`src/rtl/slt_pkg.sv`:
```
// ----------------------------------------------------------------------------
// slt_pkg
// Shared types and constants for the sorted list table: table depth, key and
// count widths, command and status codes, and the structs that run along the
// cell chain.
// ----------------------------------------------------------------------------
`default_nettype none

package slt_pkg;

	localparam int DEPTH     = 64;
	localparam int KEY_WIDTH = 32;
	localparam int CNT_W     = $clog2(DEPTH + 1);

	// command codes
	typedef enum logic [2:0] {
		CMD_INSERT = 3'd0,
		CMD_DELETE = 3'd1,
		CMD_LOOKUP = 3'd2,
		CMD_RESET  = 3'd3,
		CMD_NEXT   = 3'd4,
		CMD_CLEAR  = 3'd5
	} command_t;

	// result status codes
	typedef enum logic [1:0] {
		ST_OK       = 2'd0,
		ST_FULL     = 2'd1,
		ST_MISSING  = 2'd2,
		ST_PAST_END = 2'd3
	} status_t;

	// broadcast to every cell
	typedef struct packed {
		logic                 ins;
		logic                 del;
		logic                 clr;
		logic [KEY_WIDTH-1:0] key;
	} cell_ctrl_t;

	// what a cell shows its neighbors
	typedef struct packed {
		logic                 valid;
		logic                 lt;
		logic [KEY_WIDTH-1:0] key;
	} cell_link_t;

endpackage

`default_nettype wire

```
`src/rtl/slt_cell.sv`:
```
// ----------------------------------------------------------------------------
// slt_cell
// One slot of the sorted table. Holds a key and a valid bit, compares its
// key with the broadcast key, and takes the new key or its lower neighbor's
// entry when an insert shifts the table, or its upper neighbor's on a delete.
// ----------------------------------------------------------------------------
`default_nettype none

module slt_cell import slt_pkg::*; (
	input  wire logic       clk,
	input  wire logic       arst_n,
	input  wire cell_ctrl_t ctrl,
	input  wire cell_link_t lo_nb,
	input  wire cell_link_t hi_nb,
	output cell_link_t      link,
	output logic            hit
);

	logic                 valid_q;
	logic [KEY_WIDTH-1:0] key_q;

	// compare against the broadcast key
	assign link.valid = valid_q;
	assign link.key   = key_q;
	assign link.lt    = valid_q && (key_q < ctrl.key);

	// first equal entry: lower neighbor is smaller, or this is the bottom slot
	assign hit = valid_q && (key_q == ctrl.key) && lo_nb.lt;

	// occupancy
	always_ff @(posedge clk or negedge arst_n) begin
		if (!arst_n) begin
			valid_q <= 1'b0;
		end else if (ctrl.clr) begin
			valid_q <= 1'b0;
		end else if (ctrl.ins) begin
			valid_q <= valid_q | lo_nb.valid;
		end else if (ctrl.del && !link.lt) begin
			valid_q <= hi_nb.valid;
		end
	end

	// key storage, shifts up on insert and down on delete
	always_ff @(posedge clk) begin
		if (ctrl.ins && !link.lt) begin
			key_q <= lo_nb.lt ? ctrl.key : lo_nb.key;
		end else if (ctrl.del && !link.lt) begin
			key_q <= hi_nb.key;
		end
	end

endmodule

`default_nettype wire

```
`config.mk`:
```
export PLATFORM = sky130hd
export DESIGN_NAME = slt_cell
export DESIGN_NICKNAME = d
export VERILOG_FILES = /design/src/rtl/slt_pkg.sv /design/src/rtl/slt_cell.sv
export SDC_FILE = /design/constraint.sdc
export NUM_CORES = 1
export LEC_CHECK = 0
export BUFFER_PORTS_ARGS = -buffer_cell sky130_fd_sc_hd__buf_2
export CAP_MARGIN = 20
export CELL_PAD_IN_SITES_DETAIL_PLACEMENT = 0
export CELL_PAD_IN_SITES_GLOBAL_PLACEMENT = 1
export CORE_MARGIN = 2
export CORE_UTILIZATION = 38
export DETAILED_ROUTE_END_ITERATION = 6
export PLACE_DENSITY_LB_ADDON = 0.1
export REMOVE_ABC_BUFFERS = 1
export SLEW_MARGIN = 20
export SYNTH_ARGS = -nofsm -noshare
export SYNTH_HDL_FRONTEND = slang
export SYNTH_SLANG_ARGS = --single-unit
```
`constraint.sdc`:
```
create_clock -name clk -period 4.9 [get_ports clk]
set_clock_uncertainty 0.15 [all_clocks]
set_input_delay 0.98 -clock clk [delete_from_list [all_inputs] [get_ports clk]]
set_output_delay 0.98 -clock clk [all_outputs]
set_load 0.01 [all_outputs]
```
==> PnR_summary.wiki <==
{| class="wikitable"
! Metric !! Value
|-
| Outcome || finished clean
|-
| Initial antenna violation count || 0
|-
| Synth top area share || roughly a third
|-
| Total global-route track usage || 16.4%
|-
| Number of global-route vias before repair || roughly 2300
|-
| Final period utilization || between 70% and 80%
|-
| Initial core utilization || between 30% and 40%
|-
| Row Count || 31
|-
| Switching pwr || 0.000308 W
|-
| Fraction of final layout cells sized beyond drive strength 1 || 57.9%
|-
| Number of buffers added on ports || roughly 140
|-
| Post-synthesis cell type with the largest combined area || sky130_fd_sc_hd__edfxtp_1
|-
| Number of clock sinks || 33
|-
| Category of the critical setup timing path || in -> out
|-
| Post-synth cell types || 35
|-
| Mean instance size in the synthesized netlist || 12.0 sq um
|-
| Flops & latches, synth || 33
|-
| FF/Latch Area || between 900 and 1000 sq um
|-
| Cts bufs inserted || 5
|-
| H-tree Lvls || 2
|-
| Die H || about 90 um
|-
| ANT nets after route || 0
|-
| Sequential power share || between 40% and 50%
|-
| Vias per inst || ~4.8
|-
| Count of final setup violators || 0
|-
| Dominant cells by area after synthesis || sky130_fd_sc_hd__edfxtp_1 34%, sky130_fd_sc_hd__mux2_4 16%, sky130_fd_sc_hd__ha_1 14%
|-
| Max-slew headroom at the worst pin || approximately 44%
|-
| Maximum Capacitance Violations || 0
|-
| Hold Slack || roughly 0.30 ns
|-
| Actual transition at the worst max-transition pin || around 0.84 ns
|-
| Number of synthesized flops with an enable pin || 32
|-
| Post-cts resize count || 0
|-
| Data arrival time at the worst-slack endpoint || 2.60 ns
|-
| Number of hold-repair buffers added at the cts stage || 0
|-
| List of most frequent post-synthesis cells || 34 x sky130_fd_sc_hd__mux2_2, 33 x sky130_fd_sc_hd__inv_1, 32 x sky130_fd_sc_hd__edfxtp_1, 32 x sky130_fd_sc_hd__ha_1, 30 x sky130_fd_sc_hd__mux2_4
|-
| Warnings, synthesis || 0
|-
| Startpoint of the most critical setup path || ctrl[19]
|-
| Routed wire length per instance || between 10 and 15 um
|-
| Sum of negative setup slack || 0 ns
|-
| Post-DP HPWL || 5320 um
|-
| Buffers inserted during post-CTS setup optimization || 0
|-
| Post-detailed-route DRC marker count || 0
|-
| Crit-path max FO || 3
|-
| Mapped Cells || approximately 240
|-
| Combined area of the multi-input logic cells || ~1700 sq um
|-
| I/O pin count || 140
|-
| Clock input transition at the sequential cells of the worst setup and hold paths || approximately 0.070 ns
|-
| Crit start category || input port
|-
| Clock share of power || roughly a fifth
|-
| LEAKAGE || 1.87 nW
|-
| Path class of the lowest-slack min-delay path || in -> async
|-
| Internal power consumption || 0.000665 W
|-
| Layout-stage area growth over the synthesis result || 31.2%
|-
| Required time reported for the critical path endpoint || between 3 and 4 ns
|-
| Relative contribution of combinational cells to total power || 38.3%
|-
| Syn Std Cell Area || approximately 2800 sq um
|-
| RSZ-0062 raised after global routing || no
|-
| Total via count in the routed design || approximately 2300
|-
| Switching share of power || a little under a third
|-
| Pin count of the biggest net entering global routing || 33
|-
| Top-count cell post-synth || sky130_fd_sc_hd__mux2_2
|-
| Final count of pins violating max slew || 0
|-
| DR iter-0 viols || 54
|-
| Fmax || around 270 MHz
|-
| Non-filler cells in the finished layout || roughly 480
|-
| Shortest period the worst path allows || roughly 3.7 ns
|-
| Drt first pass iters || 4
|-
| Total core area || 7250 sq um
|-
| # fillers || 695
|-
| Sequential share of the synthesized area || about a third
|-
| Critical register-to-register path startpoint || key_q[31]$_DFFE_PP_
|-
| Maximum count of clock buffers along a single path || 2
|-
| Chip width || roughly 90 um
|-
| Worst ir drop on vdd || between 0.1 and 0.15 mV
|-
| Routed wire length || around 6700 um
|-
| Power per cell area || between 200 and 300 nW/um^2
|-
| Share of async-settable or async-resettable flops after synthesis || about 3.0%
|-
| Final GP Congestion || 0.736
|-
| Final global-route overflow total || 0
|-
| Prevailing post-synth register cell || sky130_fd_sc_hd__edfxtp_1
|-
| Die Footprint || 8180 sq um
|-
| Count of placed standard cells including taps || around 470
|-
| Antenna diode instance count || 0
|-
| NumNets Final || slightly above 500
|-
| CTS tree || done
|-
| Clock latency of the later-clocked register in the worst-skew pair || 0.28 ns
|-
| First-pass GRT wire length || about 11000 um
|-
| Number of endpoints with negative hold slack in the final report || 0
|-
| Crit. End Element || output port
|-
| Clk root buf || sky130_fd_sc_hd__clkbuf_8
|}
==> per-layer routing <==
layer  routed length (um)  vias up  part of all wire (%)  global-route usage, %
li1                     -     1155                     -                      -
met1                 2900     1037                    43                   20.0
met2                 3310       78                    49                   29.0
met3                  441        4                   6.6                   4.26
met4                   42        0                  0.63                   3.85
met5                    0        -                     0                      0
==> kinds of logic (layout without fill, tap and decap cells) <==
logic type / count (synthesis) / in the layout / synth area share (%)
compound gates: 30 / 30 / 7.89
flops: 33 / 33 / 34.7
fa+ha+maj: 32 / 32 / 14.1
buf+inv: 41 / 182 / 6.34
simple gates: 37 / 37 / 7.62
mux: 64 / 64 / 29.3
==> path summary, 6_finish.rpt <==
| check | to | slack, ns | depth (start not counted) |
|---|---|---|---|
| max reg2reg | key_q[31]$_DFFE_PP_ | 1.78 | 8 |
| max | link[32] | 1.17 | 9 |
| min reg2reg | valid_q$_DFFE_PN0P_ | 0.52 | 2 |
| min in group clk | valid_q$_DFFE_PN0P_ | 0.52 | 2 |
| max in group asynchronous | valid_q$_DFFE_PN0P_ | 4.21 | 1 |
| min | valid_q$_DFFE_PN0P_ | 0.30 | 1 |
==> critical path, stage by stage <==
cell	delay (ns)
sky130_fd_sc_hd__buf_2	0.09
sky130_fd_sc_hd__inv_1	0.03
sky130_fd_sc_hd__ha_1	0.31
sky130_fd_sc_hd__a21oi_1	0.13
sky130_fd_sc_hd__o21ai_0	0.15
sky130_fd_sc_hd__a221oi_2	0.44
sky130_fd_sc_hd__nand3_1	0.19
sky130_fd_sc_hd__nor2_1	0.13
sky130_fd_sc_hd__buf_2	0.14
==> state kept, by name (all words and copies together), names as in the netlist <==
signal	flops
key_q	32
valid_q	1
==> through the flow <==
| stage | power, W | worst slack [ns] | utilization [%] | instance area [sq um] |
|---|---|---|---|---|
| floorplan | 0.000634 | 0.996 | - | 2780 |
| global route | 0.00104 | 0.990 | 51.4 | 3730 |
| global placement | 0.000775 | 1.04 | 50.3 | 3650 |
| CTS | 0.000988 | 1.14 | 51.4 | 3730 |
| finish | 0.000972 | 1.17 | 51.4 | 3730 |
| detailed placement | 0.000782 | 1.04 | 50.3 | 3650 |
==> power by group through the flow <==
stage | Clock, W | Combinational (W) | Sequential, W
final | 0.000204 | 0.000372 | 0.000396
after global routing | 0.000223 | 0.000416 | 0.000402
after CTS | 0.000211 | 0.000380 | 0.000397
after detailed placement | 0 | 0.000379 | 0.000403
after global placement | 0 | 0.000374 | 0.000401
after floorplan | 0 | 0.000211 | 0.000423
==> final cells by class <==
type	count	area share, %
multi-input cells	163	44.9
flip-flops and latches	33	26.5
repair buffers	141	19.8
inverters	33	3.32
well taps	99	3.32
clock buffers	8	2.15
==> cell usage in the layout (no fill, tap or decap), types with 2 or more instances in the layout <==
cell,instances
sky130_fd_sc_hd__mux2_4,30
sky130_fd_sc_hd__mux2_2,34
sky130_fd_sc_hd__nand4_1,3
sky130_fd_sc_hd__nor2_1,5
sky130_fd_sc_hd__buf_12,2
sky130_fd_sc_hd__o211ai_1,2
sky130_fd_sc_hd__inv_1,33
sky130_fd_sc_hd__edfxtp_1,32
sky130_fd_sc_hd__nor2b_1,2
sky130_fd_sc_hd__nor4_1,2
sky130_fd_sc_hd__clkbuf_8,5
sky130_fd_sc_hd__a21oi_1,14
sky130_fd_sc_hd__clkbuf_1,3
sky130_fd_sc_hd__nand3_1,6
sky130_fd_sc_hd__ha_1,32
sky130_fd_sc_hd__o21ai_0,4
sky130_fd_sc_hd__nand2_1,9
sky130_fd_sc_hd__buf_2,138
sky130_fd_sc_hd__nand4_2,3
sky130_fd_sc_hd__nor3_1,2
sky130_fd_sc_hd__nand2b_1,2
(Power assumes the default switching activity.)
